`src/design/msl_pkg.sv`:
```
package msl_pkg;

  // Bus address width and number of bus nodes.
  localparam int ADDR_WIDTH = 32;
  localparam int NODE_COUNT = 16;

  // Line states.
  localparam logic [3:0] ST_I  = 4'd0;
  localparam logic [3:0] ST_S  = 4'd1;
  localparam logic [3:0] ST_E  = 4'd2;
  localparam logic [3:0] ST_O  = 4'd3;
  localparam logic [3:0] ST_M  = 4'd4;
  localparam logic [3:0] ST_F  = 4'd5;
  localparam logic [3:0] ST_IM = 4'd6;
  localparam logic [3:0] ST_IS = 4'd7;
  localparam logic [3:0] ST_SM = 4'd8;
  localparam logic [3:0] ST_OM = 4'd9;

  // Request types.
  localparam logic [2:0] RQ_LOAD  = 3'd0;
  localparam logic [2:0] RQ_STORE = 3'd1;
  localparam logic [2:0] RQ_GETS  = 3'd2;
  localparam logic [2:0] RQ_GETM  = 3'd3;
  localparam logic [2:0] RQ_DATA  = 3'd4;

  // Bus request codes.
  localparam logic [1:0] BUS_NONE = 2'd0;
  localparam logic [1:0] BUS_GETS = 2'd1;
  localparam logic [1:0] BUS_GETM = 2'd2;

  // Mask of the address bits that the bus carries.
  localparam logic [31:0] ADDR_MASK =
    (ADDR_WIDTH >= 32) ? 32'hFFFF_FFFF : 32'((64'd1 << ADDR_WIDTH) - 64'd1);

  // Requester ids wrap into the node range; the table is built at elaboration.
  function automatic logic [15:0][3:0] build_rid_wrap();
    logic [15:0][3:0] tbl;
    for (int i = 0; i < 16; i++) begin
      tbl[i] = 4'(i % NODE_COUNT);
    end
    return tbl;
  endfunction

  localparam logic [15:0][3:0] RID_WRAP = build_rid_wrap();

  typedef struct packed {
    logic [2:0]  req_type;
    logic [31:0] line_addr;
    logic [3:0]  requester_id;
    logic        shared_in;
  } msl_req_t;

  typedef struct packed {
    logic [31:0] addr_out;
    logic        data_to_proc;
    logic [1:0]  bus_request;
    logic        bus_data_send;
    logic [3:0]  data_dest;
    logic        shared_assert;
    logic        miss_pulse;
    logic        silent_upgrade;
    logic        protocol_error;
    logic [3:0]  new_state;
  } msl_rsp_t;

endpackage

```
`src/design/msl_next_state.sv`:
```
module msl_next_state (
  input  logic [3:0]        state,
  input  msl_pkg::msl_req_t req,
  output msl_pkg::msl_rsp_t rsp
);
  import msl_pkg::*;

  logic [3:0] st;
  logic [3:0] st_next;
  logic       to_proc;
  logic [1:0] bus_req;
  logic       send;
  logic       shr;
  logic       miss;
  logic       silent;
  logic       err;
  logic       store;
  logic       getm;

  assign st    = (state > ST_OM) ? ST_I : state;
  assign store = (req.req_type == RQ_STORE);
  assign getm  = (req.req_type == RQ_GETM);

  always_comb begin
    st_next = st;
    to_proc = 1'b0;
    bus_req = BUS_NONE;
    send    = 1'b0;
    shr     = 1'b0;
    miss    = 1'b0;
    silent  = 1'b0;
    err     = 1'b0;
    unique case (req.req_type) inside
      RQ_LOAD, RQ_STORE: begin
        unique case (st) inside
          ST_I: begin
            miss = 1'b1;
            if (store) begin
              bus_req = BUS_GETM;
              st_next = ST_IM;
            end else begin
              bus_req = BUS_GETS;
              st_next = ST_IS;
            end
          end
          ST_S: begin
            if (store) begin
              bus_req = BUS_GETM;
              miss    = 1'b1;
              st_next = ST_SM;
            end else begin
              to_proc = 1'b1;
            end
          end
          ST_E: begin
            to_proc = 1'b1;
            if (store) begin
              silent  = 1'b1;
              st_next = ST_M;
            end
          end
          ST_O, ST_F: begin
            if (store) begin
              bus_req = BUS_GETM;
              miss    = 1'b1;
              st_next = ST_OM;
            end else begin
              to_proc = 1'b1;
            end
          end
          ST_M: begin
            to_proc = 1'b1;
          end
          default: begin
            // A request is already outstanding on the bus.
            err = 1'b1;
          end
        endcase
      end
      RQ_GETS, RQ_GETM: begin
        unique case (st) inside
          ST_S: begin
            shr = 1'b1;
            if (getm) st_next = ST_I;
          end
          ST_E: begin
            shr     = 1'b1;
            send    = 1'b1;
            st_next = getm ? ST_I : ST_F;
          end
          ST_O, ST_F: begin
            shr  = 1'b1;
            send = 1'b1;
            if (getm) st_next = ST_I;
          end
          ST_M: begin
            shr     = 1'b1;
            send    = 1'b1;
            st_next = getm ? ST_I : ST_O;
          end
          ST_SM: begin
            shr = 1'b1;
          end
          ST_OM: begin
            shr  = 1'b1;
            send = 1'b1;
            if (getm) st_next = ST_SM;
          end
          default: begin
          end
        endcase
      end
      RQ_DATA: begin
        unique case (st) inside
          ST_IM, ST_SM, ST_OM: begin
            to_proc = 1'b1;
            st_next = ST_M;
          end
          ST_IS: begin
            to_proc = 1'b1;
            st_next = req.shared_in ? ST_S : ST_E;
          end
          default: begin
          end
        endcase
      end
      default: begin
      end
    endcase
  end

  always_comb begin
    rsp.addr_out       = (to_proc || send || (bus_req != BUS_NONE)) ?
                         (req.line_addr & ADDR_MASK) : 32'd0;
    rsp.data_to_proc   = to_proc;
    rsp.bus_request    = bus_req;
    rsp.bus_data_send  = send;
    rsp.data_dest      = send ? RID_WRAP[req.requester_id] : 4'd0;
    rsp.shared_assert  = shr;
    rsp.miss_pulse     = miss;
    rsp.silent_upgrade = silent;
    rsp.protocol_error = err;
    rsp.new_state      = st_next;
  end

endmodule

```
`src/design/moesif_snoop_line_controller_unit.sv`:
```
// Path: a request accepted at the port moves through the input register, then the
// response register, where it waits for rsp_ready.
// Throughput: one request per cycle while rsp_ready holds; line state updates when a
// request enters the response register; the next sees it in the following cycle.
// Reset: synchronous active-high rst empties both register stages and puts the line in I.
module moesif_snoop_line_controller_unit (
  input  logic              clk,
  input  logic              rst,
  input  logic              req_valid,
  output logic              req_ready,
  input  msl_pkg::msl_req_t req,
  output logic              rsp_valid,
  input  logic              rsp_ready,
  output msl_pkg::msl_rsp_t rsp
);
  import msl_pkg::*;

  // Input stage: holds one request until the response register can take it.
  logic      s1_valid;
  msl_req_t  s1_req;

  // The single coherence state of the line.
  logic [3:0] line_state;

  // Combinational response for the request in the input stage.
  msl_rsp_t  rsp_next;

  // The request in the input stage moves on when the response register is free
  // or is being emptied in this cycle.
  logic      advance;

  assign advance   = s1_valid && (!rsp_valid || rsp_ready);
  assign req_ready = !s1_valid || advance;

  msl_next_state u_next_state (
    .state (line_state),
    .req   (s1_req),
    .rsp   (rsp_next)
  );

  always_ff @(posedge clk) begin
    if (rst) begin
      s1_valid <= 1'b0;
    end else if (req_ready) begin
      s1_valid <= req_valid;
    end
  end

  always_ff @(posedge clk) begin
    if (req_valid && req_ready) begin
      s1_req <= req;
    end
  end

  // The state and the response register load together, so a valid response on the
  // port carries the state the line is in now.
  always_ff @(posedge clk) begin
    if (rst) begin
      line_state <= ST_I;
      rsp_valid  <= 1'b0;
    end else begin
      if (advance) begin
        line_state <= rsp_next.new_state;
        rsp_valid  <= 1'b1;
      end else if (rsp_ready) begin
        rsp_valid  <= 1'b0;
      end
    end
  end

  always_ff @(posedge clk) begin
    if (advance) begin
      rsp <= rsp_next;
    end
  end

`ifndef SYNTH
  a_state_legal: assert property (@(posedge clk) disable iff (rst)
    line_state <= ST_OM)
    else $error("line state holds an undefined code");

  a_rsp_matches_state: assert property (@(posedge clk) disable iff (rst)
    rsp_valid |-> (rsp.new_state == line_state))
    else $error("pending response disagrees with the line state");

  a_error_is_quiet: assert property (@(posedge clk) disable iff (rst)
    (rsp_valid && rsp.protocol_error) |->
      (!rsp.data_to_proc && rsp.bus_request == BUS_NONE && !rsp.bus_data_send &&
       !rsp.shared_assert && !rsp.miss_pulse && rsp.addr_out == 32'd0))
    else $error("protocol error response carries an action");

  a_send_implies_shared: assert property (@(posedge clk) disable iff (rst)
    (rsp_valid && rsp.bus_data_send) |-> rsp.shared_assert)
    else $error("bus data driven without the shared line");

  a_state_moves_with_rsp: assert property (@(posedge clk) disable iff (rst)
    (line_state != $past(line_state)) |-> (rsp_valid && !$past(rst)) || $past(rst))
    else $error("line state changed without a response");
`endif

endmodule
```
`config.mk`:
```
export PLATFORM = sky130hd
export DESIGN_NAME = moesif_snoop_line_controller_unit
export DESIGN_NICKNAME = d
export VERILOG_FILES = /design/src/design/msl_pkg.sv /design/src/design/msl_next_state.sv /design/src/design/moesif_snoop_line_controller_unit.sv
export SDC_FILE = /design/constraint.sdc
export NUM_CORES = 1
export LEC_CHECK = 0
export ABC_CLOCK_PERIOD_IN_PS = 7900
export BUFFER_PORTS_ARGS = -buffer_cell sky130_fd_sc_hd__buf_2
export CAP_MARGIN = 20
export CORE_MARGIN = 4
export CORE_UTILIZATION = 57
export CTS_CLUSTER_SIZE = 8
export DETAILED_ROUTE_END_ITERATION = 7
export GPL_TIMING_DRIVEN = 0
export PLACE_DENSITY = 0.82
export REMOVE_ABC_BUFFERS = 1
export SKIP_LAST_GASP = 1
export SLEW_MARGIN = 20
export SYNTH_ARGS = -nofsm -noshare
export SYNTH_HDL_FRONTEND = slang
export SYNTH_HIERARCHICAL = 1
export SYNTH_SLANG_ARGS = --single-unit
```
`constraint.sdc`:
```
create_clock -name clk -period 7.9 [get_ports clk]
set_clock_uncertainty 0.05 [all_clocks]
set_input_delay 0.79 -clock clk [delete_from_list [all_inputs] [get_ports clk]]
set_output_delay 0.79 -clock clk [all_outputs]
set_load 0.01 [all_outputs]
```
==> results.md, run 1 <==
* CTS H-tree lvls at 3
* Clk buf depth at 2
* Area of the mapped netlist at 0.00402 mm^2
* Yosys warning total at 6
* Via count at about 2300
* Vias in the first global route at 2107
* Clock sink total at 94
* Post-synthesis cell type count at 47
* CTS tree: yes
* Sum of negative setup slack at 0 ns
* Tmin final at 2.75 ns
* CP startpoint kind: flop
* Chip height at 91.9 um
* Ranking of synthesized cells by area: edfxtp_1 (66%), a21boi_2 (8.4%), dfxtp_1 (3.0%)
* Number of buffers created by CTS at 9
* Final hold violation count at 0
* Area after DPL at 0.00450 mm^2
* Post-synthesis async set-or-reset flop share at 0
* LEAKAGE at 1.75 nW
* Remaining DRCs at 0
* MaxCap Viol Count at 0
* Post-CTS sizing at 0
* R2R Path Start: line_state[3]
* Clk_lat worst skew at 0.34 ns
* Worst slew pin tran at 0.792 ns
* Drt first pass iters at 5
* Count of final max-slew check failures at 0
* Synth Instances at 252
* Reg2Reg Setup Slack at 5.15 ns
* I/O Buffers at 93
* Post-route clock period utilization at 0.348
* RSZ-0062 raised after global routing: no
* Ant. Diodes at 0
* Largest net degree at the start of global routing at 34
* Setup violators final at 0
* Final nets at 378
* Post-DR vias/cell at 5.24
* Row count at 30
* Die W at about 92 um
* Filler instances at 508
* Final Core Density at 0.692
* Placed cell count at 418
* WP data arrival at 2.77 ns
* Worst reg2reg path endpoint: rsp[16]
* Top_reg_cell synth: edfxtp_1
* EDFF count, synth at 88
* Sink of the worst hold path: rsp[11]
* Hold path depth at 1
* Grt ovf at 0
* Setup CP Type: reg -> reg
* Fmax at 0.364 GHz
* Worst hold start: s1_req[4]
* HP Class: reg -> reg
* Synth top area share at 0.658
* Initial antenna violation count at 0
* Total die area at 0.00845 mm^2
* IO Count at 94
* GR Util All Layers at 0.156
* Reg2Reg Depth at 4
* Post-Route WL at approximately 6.6 mm
* Routed Antenna Nets at 0
* Drt wl/cell at roughly 15 um
* RePlAce Congestion at 0.862
* Layout area overhead at 17.7%
* Final HPWL DP at 4.49 mm
* 1st-iter DRT viols at 183
* Root Buffer: clkbuf_8
* Maximum vdd drop at about 0.12 mV
* Critical Path RT at 7.92 ns
* Finished Cell Area at 0.00473 mm^2
* Worst-path clk slew at 0.09 ns
* Relative slew margins at 0.472
* Starting density of the core at 0.588
* Post-CTS Setup Bufs at 0
* Power Density at around 210 mW/mm^2
* First-pass GRT wire length at 10.2 mm
* Status: complete, no violations
* Post-CTS Hold Fix Bufs at 0
* Layout cells sized above 1 at 0.448
* Fin cells at 435
* Core region area at 0.00683 mm^2
* CP Capture Type: flop
* #FFs+latches synth at 94
* Crit Path Max Fanout at 23
* Syn Area/Cell at roughly 16 um^2
* Sequential area share after synthesis at 0.688
* Area leader, netlist: edfxtp_1
routing by layer:
metal  routed length [um]  global-route usage  share of wire  vias to the layer above
met5                    0                   0              0                        -
met4                   86              0.0594          0.013                        0
met3                  448              0.0361          0.068                       13
met2                 3270               0.251           0.50                      107
met1                 2760               0.208           0.42                     1059
li1                     -                   -              -                     1100
worst max-delay path, stage by stage (launching register included):
cell	delay (ns)
dfxtp_1	0.82
or3b_1	0.56
a31oi_4	0.71
buf_16	0.24
a21boi_1	0.08
through the flow:
step | total power, W | hold slack [ns] | worst slack [ns]
floorplan | 0.000650 | 0.427 | 4.58
global placement | 0.000682 | 0.435 | 3.73
detailed placement | 0.000690 | 0.464 | 5.16
CTS | 0.00101 | 0.486 | 5.14
global route | 0.00104 | 0.497 | 4.99
finish | 0.000997 | 0.486 | 5.15
cell families after synthesis:
family                 Yosys count  share of synthesized area
AO/OA/AOI/OAI                   64                      0.159
XOR/XNOR                         2                    0.00436
buffers and inverters           30                     0.0505
flip-flops                      94                      0.688
multiplexers                     7                     0.0178
AND/OR/NAND/NOR                 55                     0.0807
how the worst max path moves through the flow:
| stage | slack [ns] | depth (start not counted) | startpoint | endpoint |
|---|---|---|---|---|
| 2_1_floorplan | 4.58 | 2 | rsp_ready | s1_req[0] |
| 3_3_place_gp | 3.73 | 3 | rsp_ready | s1_req[32] |
| 3_5_place_dp | 5.16 | 4 | line_state[3] | rsp[31] |
| 4_1_cts | 5.14 | 4 | line_state[3] | rsp[16] |
| 5_1_grt | 4.99 | 5 | line_state[2] | rsp[47] |
| 6_report | 5.15 | 4 | line_state[3] | rsp[16] |
cell usage after synthesis (2+ instances only):
library cell,instances
edfxtp_1,88
or3b_1,2
a21boi_2,30
nor3_1,2
a31oi_1,2
clkbuf_1,7
nor2_1,9
and2_1,6
a21oi_1,7
o21bai_1,3
nand2b_1,13
o21ai_0,4
nor2b_1,2
inv_1,3
buf_6,7
buf_4,9
o32ai_4,2
o211ai_1,3
nor4_1,2
dfxtp_1,6
a311o_1,2
mux2i_1,6
buf_2,3
nand2_1,10
a21boi_1,2
sequential cells by signal (all words and copies together), names as in the netlist:
register / count
line_state: 4
rsp: 48
s1_valid: 1
rsp_valid: 1
s1_req: 40
area by class of cell:
class,instances,area [um^2],share of cell area
clock buffer,9,124,0.0262
clock inverter,7,78.8,0.0167
multi-input combinational,128,1070,0.226
inverter,4,15.0,0.00318
tap,96,120,0.0254
timing repair buffer,97,561,0.119
sequential,94,2760,0.584
placed cells by master, fill, tap and decap left out, drive strengths merged, types with 2 or more instances in the layout:
cell     n
dfxtp    6
a31oi    3
o32ai    2
nor2     9
clkinv   2
nor2b    4
edfxtp  88
a21boi  32
buf     97
and2     6
or3b     2
inv      7
a311o    2
o21ai    5
nor3     2
o211ai   3
o21bai   4
clkbuf   9
mux2i    6
nor4     2
a21oi    7
nand2   10
nand2b  13
power breakdown:
part,switching (W),total [W],internal [W]
Sequential,0.0000116,0.000586,0.000575
Combinational,0.0000497,0.0000925,0.0000428
Clock,0.000168,0.000318,0.000150
Total,0.000229,0.000997,0.000768
Power figures use the tool's default switching activity.
==> inputs of run 2 (changes only) <==
--- a/config.mk
+++ b/config.mk
@@ -5,15 +5,16 @@
 export SDC_FILE = /design/constraint.sdc
 export NUM_CORES = 1
 export LEC_CHECK = 0
-export ABC_CLOCK_PERIOD_IN_PS = 7900
+export ABC_AREA = 1
+export ABC_CLOCK_PERIOD_IN_PS = 2900
 export BUFFER_PORTS_ARGS = -buffer_cell sky130_fd_sc_hd__buf_2
 export CAP_MARGIN = 20
 export CORE_MARGIN = 4
-export CORE_UTILIZATION = 57
+export CORE_UTILIZATION = 53
 export CTS_CLUSTER_SIZE = 8
 export DETAILED_ROUTE_END_ITERATION = 7
 export GPL_TIMING_DRIVEN = 0
-export PLACE_DENSITY = 0.82
+export PLACE_DENSITY = 0.77
 export REMOVE_ABC_BUFFERS = 1
 export SKIP_LAST_GASP = 1
 export SLEW_MARGIN = 20
==> constraint.sdc (replaced) <==
create_clock -name clk -period 2.9 [get_ports clk]
set_clock_uncertainty 0.05 [all_clocks]
set_input_delay 0.29 -clock clk [delete_from_list [all_inputs] [get_ports clk]]
set_output_delay 0.29 -clock clk [all_outputs]
set_load 0.01 [all_outputs]
==> run 2 against run 1 <==
Net effect: final cell count up 18%; first-iteration DRC count down 21%; register-to-register slack worse by 4.6 ns; non-clock buffer count down 1; die area up 2.7%; worst hold slack worse by 0.44 ns; critical path depth up 5; synthesized cell count up 25%; combinational power rose to 3.8 times the previous value; critical path type unchanged; largest cell class unchanged; highest routed layer is now met5.
==> results.md, run 2 <==
* Status: complete, no violations
* WP data arrival at 2.39 ns
* Slowest cell on crit path: edfxtp_1
* Fmax at 0.431 GHz
* Maximum vdd drop at 0.427 mV
* RePlAce Congestion at 0.849
* HP Class: in -> reg
* Final hold slack at 0.0449 ns
* Drt wl/cell at about 14 um
* LEAKAGE at between 2 and 2.5 nW
* Reg2Reg Depth at 9
* CP startpoint kind: flop
* Chip height at about 93 um
* Layout cells sized above 1 at 0.384
* Most used cell along the critical path: nand2_1
* Worst slew pin tran at ~0.9 ns
* Power Density at approximately 600 mW/mm^2
* Remaining DRCs at 0
* Finished Cell Area at about 0.0046 mm^2
* Syn Area/Cell at 12.2 um^2
* Total die area at 0.00868 mm^2
* Number of buffers created by CTS at 9
* Post-DR vias/cell at 4.83
* Register bank with the most flops: rsp
* Ant. Diodes at 0
* Post-CTS Setup Bufs at 0
* Clock sink total at 94
* Final hold violation count at 0
* Post-synthesis cell type count at 22
* Synth Instances at 315
* Yosys warning total at 6
* Drt first pass iters at 5
* Critical Path RT at 2.98 ns
* First-pass GRT wire length at 11.6 mm
* Post-route clock period utilization at 0.799
* Sequential area share after synthesis at 0.718
* Relative slew margins at 0.408
* Post-CTS Hold Fix Bufs at 0
* CTS H-tree lvls at 3
* Post-synthesis async set-or-reset flop share at 0
* Synth top area share at 0.687
* Row count at 30
* Top_reg_cell synth: edfxtp_1
* Final nets at 456
* Clk buf depth at 2
* Max FFs per register at 48
* Critical Path End: rsp[38]
* Critical path origin: s1_req[38]
* Tmin final at 2.32 ns
* CTS tree: yes
* IO Count at 94
* Biggest registers after layout: rsp: 48 flops, s1_req: 40 flops, line_state: 4 flops
* Filler instances at around 550
* Area after DPL at 0.00440 mm^2
* Ranking of synthesized cells by area: edfxtp_1 (69%), inv_1 (5.4%), nor2_2 (5.0%)
* Clk_lat worst skew at 0.36 ns
* Root Buffer: clkbuf_8
* Final HPWL DP at 5.23 mm
* Count of final max-slew check failures at 0
* Post-Route WL at 7.20 mm
* RSZ-0062 raised after global routing: no
* MaxCap Viol Count at 0
* Crit Path Max Fanout at 21
* I/O Buffers at 93
* R2R Path Start: s1_req[38]
* Worst reg2reg path endpoint: rsp[38]
* Worst-path clk slew at ~0.10 ns
* CP Capture Type: flop
* Reg2Reg Setup Slack at 0.58 ns
* Count leader, synth: edfxtp_1
* Final Core Density at 0.668
* Starting density of the core at 0.557
* Core region area at 0.00691 mm^2
* 1st-iter DRT viols at 144
* Area leader, netlist: edfxtp_1
* Vias in the first global route at 2389
* Largest net degree at the start of global routing at 37
* Via count at 2476
* Commonest non-fill, non-tap cells in the layout: buf_2 (93), edfxtp_1 (88), inv_1 (54)
* Grt ovf at 0
* Layout area overhead at 19.9%
* Setup CP Type: reg -> reg
* #FFs+latches synth at 94
* Die W at just over 90 um
* EDFF count, synth at 88
* Routed Antenna Nets at 0
* Post-CTS sizing at 0
* Area of the mapped netlist at 0.00385 mm^2
* CP max stage delay at 0.46 ns
* Commonest non-fill, non-tap cell in the layout: buf_2
* Setup violators final at 0
* GR Util All Layers at 0.177
* Crit path cell chain: nor2_1 -> nand2_1 -> nand2_1 -> nand2_1 -> nand2_1 -> nand3_1 -> nor2_4 -> buf_16 -> nor2_2
* Initial antenna violation count at 1
* Post-synth top cells: edfxtp_1 (88), inv_1 (55), nand2_1 (36)
-- run 2: cell types whose count changed in the layout (fill, tap and decap cells not counted), moves of 5 or more --
| cell | previous run | this run |
|---|---|---|
| a21oi_1 | 6 | 14 |
| nand3_1 | 0 | 14 |
| nand2b_1 | 13 | 0 |
| inv_1 | 3 | 54 |
| nand4_1 | 0 | 8 |
| nor2_1 | 9 | 22 |
| and2_1 | 6 | 0 |
| nor2_2 | 0 | 31 |
| nand2_2 | 0 | 6 |
| nand2_1 | 10 | 36 |
| a21boi_2 | 30 | 0 |
| inv_2 | 1 | 6 |
| mux2i_1 | 6 | 0 |
-- run 2: cell type report --
type                    instances  area, um^2  share of cell area
clock inverters                 6        52.6              0.0114
multi-input cells             148         772               0.167
repair buffers                 96         541               0.117
inverters                      63         236              0.0513
flip-flops and latches         94        2760               0.599
clock buffers                  10         128              0.0277
well taps                      96         120              0.0260
-- run 2: power breakdown --
part,leakage (nW),internal (W),switching [W]
clock,0.0854,0.000326,0.000482
combinational,1.03,0.000125,0.000222
sequential,0.901,0.00158,0.0000298
total,2.02,0.00203,0.000734
-- run 2: worst min path at each step --
stage | from | endpoint | cells after the start
after floorplan | rst | rsp_valid | 1
after global placement | req[15] | s1_req[15] | 1
after detailed placement | req[21] | s1_req[21] | 1
after CTS | req[23] | s1_req[23] | 1
after global routing | req[12] | s1_req[12] | 1
final | req[23] | s1_req[23] | 1
-- run 2: worst max-delay path, delay by kind of cell, from the launching register on --
| kind | cells | cell delay, ns |
|---|---|---|
| buf+inv | 1 | 0.24 |
| flops | 1 | 0.46 |
| simple gates | 8 | 1.32 |
-- run 2: per-stage QoR --
step | std cells | power (W) | setup TNS, ns | setup WS [ns]
after CTS | 512 | 0.00277 | 0 | 0.297
final | 513 | 0.00276 | 0 | 0.582
after global routing | 513 | 0.00290 | 0 | 0.416
after global placement | 494 | 0.00196 | -69.52 | -1.45
after detailed placement | 496 | 0.00198 | 0 | 0.317
after floorplan | 305 | 0.00185 | -24.20 | -0.504
-- run 2: logic make-up (layout without fill, tap and decap cells) --
kind of cell,after synthesis,count (layout),share of synthesized area
simple gates,124,124,0.163
flops,94,94,0.718
buf+inv,73,175,0.0839
compound gates,24,24,0.0351
-- run 2: per-layer routing --
metal	global-route usage	part of all wire	wire, um	vias to the layer above
li1	-	-	-	1232
met1	0.228	0.41	2970	1112
met2	0.278	0.48	3490	114
met5	0	0.0017	12	-
met4	0.0965	0.025	180	2
met3	0.0418	0.076	550	16
==> inputs of run 3 (changes only) <==
--- a/config.mk
+++ b/config.mk
@@ -6,15 +6,15 @@
 export NUM_CORES = 1
 export LEC_CHECK = 0
 export ABC_AREA = 1
-export ABC_CLOCK_PERIOD_IN_PS = 2900
+export ABC_CLOCK_PERIOD_IN_PS = 1900
 export BUFFER_PORTS_ARGS = -buffer_cell sky130_fd_sc_hd__buf_2
 export CAP_MARGIN = 20
 export CORE_MARGIN = 4
-export CORE_UTILIZATION = 53
+export CORE_UTILIZATION = 48
 export CTS_CLUSTER_SIZE = 8
 export DETAILED_ROUTE_END_ITERATION = 7
 export GPL_TIMING_DRIVEN = 0
-export PLACE_DENSITY = 0.77
+export PLACE_DENSITY = 0.74
 export REMOVE_ABC_BUFFERS = 1
 export SKIP_LAST_GASP = 1
 export SLEW_MARGIN = 20
==> constraint.sdc (replaced) <==
create_clock -name clk -period 1.9 [get_ports clk]
set_clock_uncertainty 0.05 [all_clocks]
set_input_delay 0.19 -clock clk [delete_from_list [all_inputs] [get_ports clk]]
set_output_delay 0.19 -clock clk [all_outputs]
set_load 0.01 [all_outputs]
==> run 3 against run 2 <==
Net effect: highest routed layer is now met4; count of clock-buffer cells in the layout is 1 lower; sequential share of layout area is 7.5 points lower; core utilization is 1.4 points higher; via count is 9.0% higher; flip-flop and latch count stayed put; power is 63% higher; clock power is 67% higher; design area is 15% higher; die area is 9.5% higher; sequential power is 53% higher.
==> results.md, run 3 (synthesized netlist as in run 2, its figures left out) <==
* Status: complete, no violations
* Final HPWL DP at ~5.2 mm
* 1st-iter DRT viols at ~110
* Vias in the first global route at 2703
* CTS H-tree lvls at 3
* M3 GR Usage at 0.0266
* Setup CP Type: reg -> reg
* Filler instances at 584
* Initial antenna violation count at 0
* Total die area at 0.00951 mm^2
* I/O Buffers at 93
* Fin cells at about 570
* Count of final max-slew check failures at 0
* Fmax at roughly 0.55 GHz
* Finished Cell Area at 0.00530 mm^2
* Clk buf depth at 2
* Crit Path Max Fanout at 5
* Clock sink total at 94
* Chip height at 97.5 um
* Area after DPL at 0.00444 mm^2
* Commonest non-fill, non-tap cell in the layout: buf_2
* Grt ovf at 0
* Layout cells sized above 1 at 0.404
* CP Capture Type: flop
* Worst-path clk slew at roughly 0.090 ns
* Core region area at 0.00777 mm^2
* HP Class: in -> reg
* Clk_lat worst skew at 0.35 ns
* Starting density of the core at 0.495
* Drt first pass iters at 4
* Global route hottest layer: met2
* Maximum vdd drop at slightly below 0.5 mV
* GR Util All Layers at 0.176
* Post-DR vias/cell at 4.72
* Final nets at about 510
* Largest net degree at the start of global routing at 33
* Remaining DRCs at 0
* RePlAce Congestion at 0.883
* Routed Antenna Nets at 0
* Power Density at around 850 mW/mm^2
* Final hold violation count at 0
* Biggest registers after layout: rsp: 48 flops, s1_req: 40 flops, line_state: 4 flops
* Post-Route WL at 8.16 mm
* Tmin final at between 1.5 and 2 ns
* IO Count at 94
* Max FFs per register at 48
* LEAKAGE at 2.32 nW
* Area of the multi-input gates at 881 um^2
* Commonest non-fill, non-tap cells in the layout: buf_2 (93), edfxtp_1 (88), inv_1 (54)
* Final Core Density at 0.682
* CP startpoint kind: flop
* Ant. Diodes at 0
* Via count at roughly 2700
* CTS tree: yes
* Worst slack at placement at -0.706 ns
* Setup violators final at 0
* RSZ-0062 raised after global routing: yes
* WP data arrival at 1.96 ns
* Root Buffer: clkbuf_8
* Worst slew pin tran at roughly 0.37 ns
* Sequential cell area at 0.00278 mm^2
* MaxCap Viol Count at 0
* Register bank with the most flops: rsp
* Number of buffers created by CTS at 9
* PnR worst setup slack at roughly 0.084 ns
* Drt wl/cell at ~14 um
* Post-route clock period utilization at 0.956
* Met2 usage at 0.301
* Critical Path RT at 2.04 ns
* Layout area overhead at 37.7%
* Placed cell count at 503
* Met1 GRT Util at 0.222
* Die W at roughly 98 um
* Row count at 32
* Relative slew margins at 0.754
* First-pass GRT wire length at between 10 and 15 mm
run 3: stage by stage:
step | hold slack (ns) | setup TNS (ns) | power, W
after floorplan | 0.209 | -78.79 | 0.00282
after global placement | 0.316 | -153.02 | 0.00300
after detailed placement | 0.318 | -20.81 | 0.00303
after CTS | 0.0121 | -0.252 | 0.00450
after global routing | 0.0200 | -0.136 | 0.00472
final | 0.0231 | 0 | 0.00451
run 3: area by class of cell:
class,instances,area share
clock buffers,9,0.0234
clock inverters,7,0.0149
multi-input cells,149,0.166
well taps,102,0.0241
repair buffers,148,0.202
inverters,63,0.0451
flip-flops and latches,94,0.524
run 3: worst paths after layout:
check,from,end,slack (ns),cells after the start
max,s1_req[38],rsp[27],0.08,8
max reg2reg,s1_req[38],rsp[27],0.08,8
min,req_valid,s1_valid,0.02,3
min reg2reg,s1_req[26],rsp[37],0.50,2
run 3: repair_timing:
| item | CTS | global route |
|---|---|---|
| setup endpoints to repair | 39 | 39 |
| pin swaps | 3 | 6 |
| buffers inserted | 4 | 7 |
| gates resized for setup | 8 | 24 |
| hold buffers | 41 | 0 |
| endpoints found under the hold margin | 42 | 0 |
| gates cloned | 1 | 0 |
run 3: metal layers:
layer / wire (um) / vias to the layer above
li1: - / 1335
met1: 3350 / 1252
met2: 4180 / 93
met3: 419 / 19
met4: 210 / 0
met5: 0 / -
run 3: critical path: stages (launching register included):
cell      delay (ns)
edfxtp_1        0.50
nor2_4          0.18
nand2_2         0.09
inv_1           0.11
nand2_2         0.09
a21oi_4         0.24
nor2_4          0.09
buf_12          0.14
nor2_2          0.14
run 3: where the power goes:
part / internal, W / switching [W] / leakage, nW
registers: 0.00241 / 0.0000517 / 0.904
clock network: 0.000625 / 0.000728 / 0.0998
logic: 0.000300 / 0.000392 / 1.31
total: 0.00334 / 0.00117 / 2.32
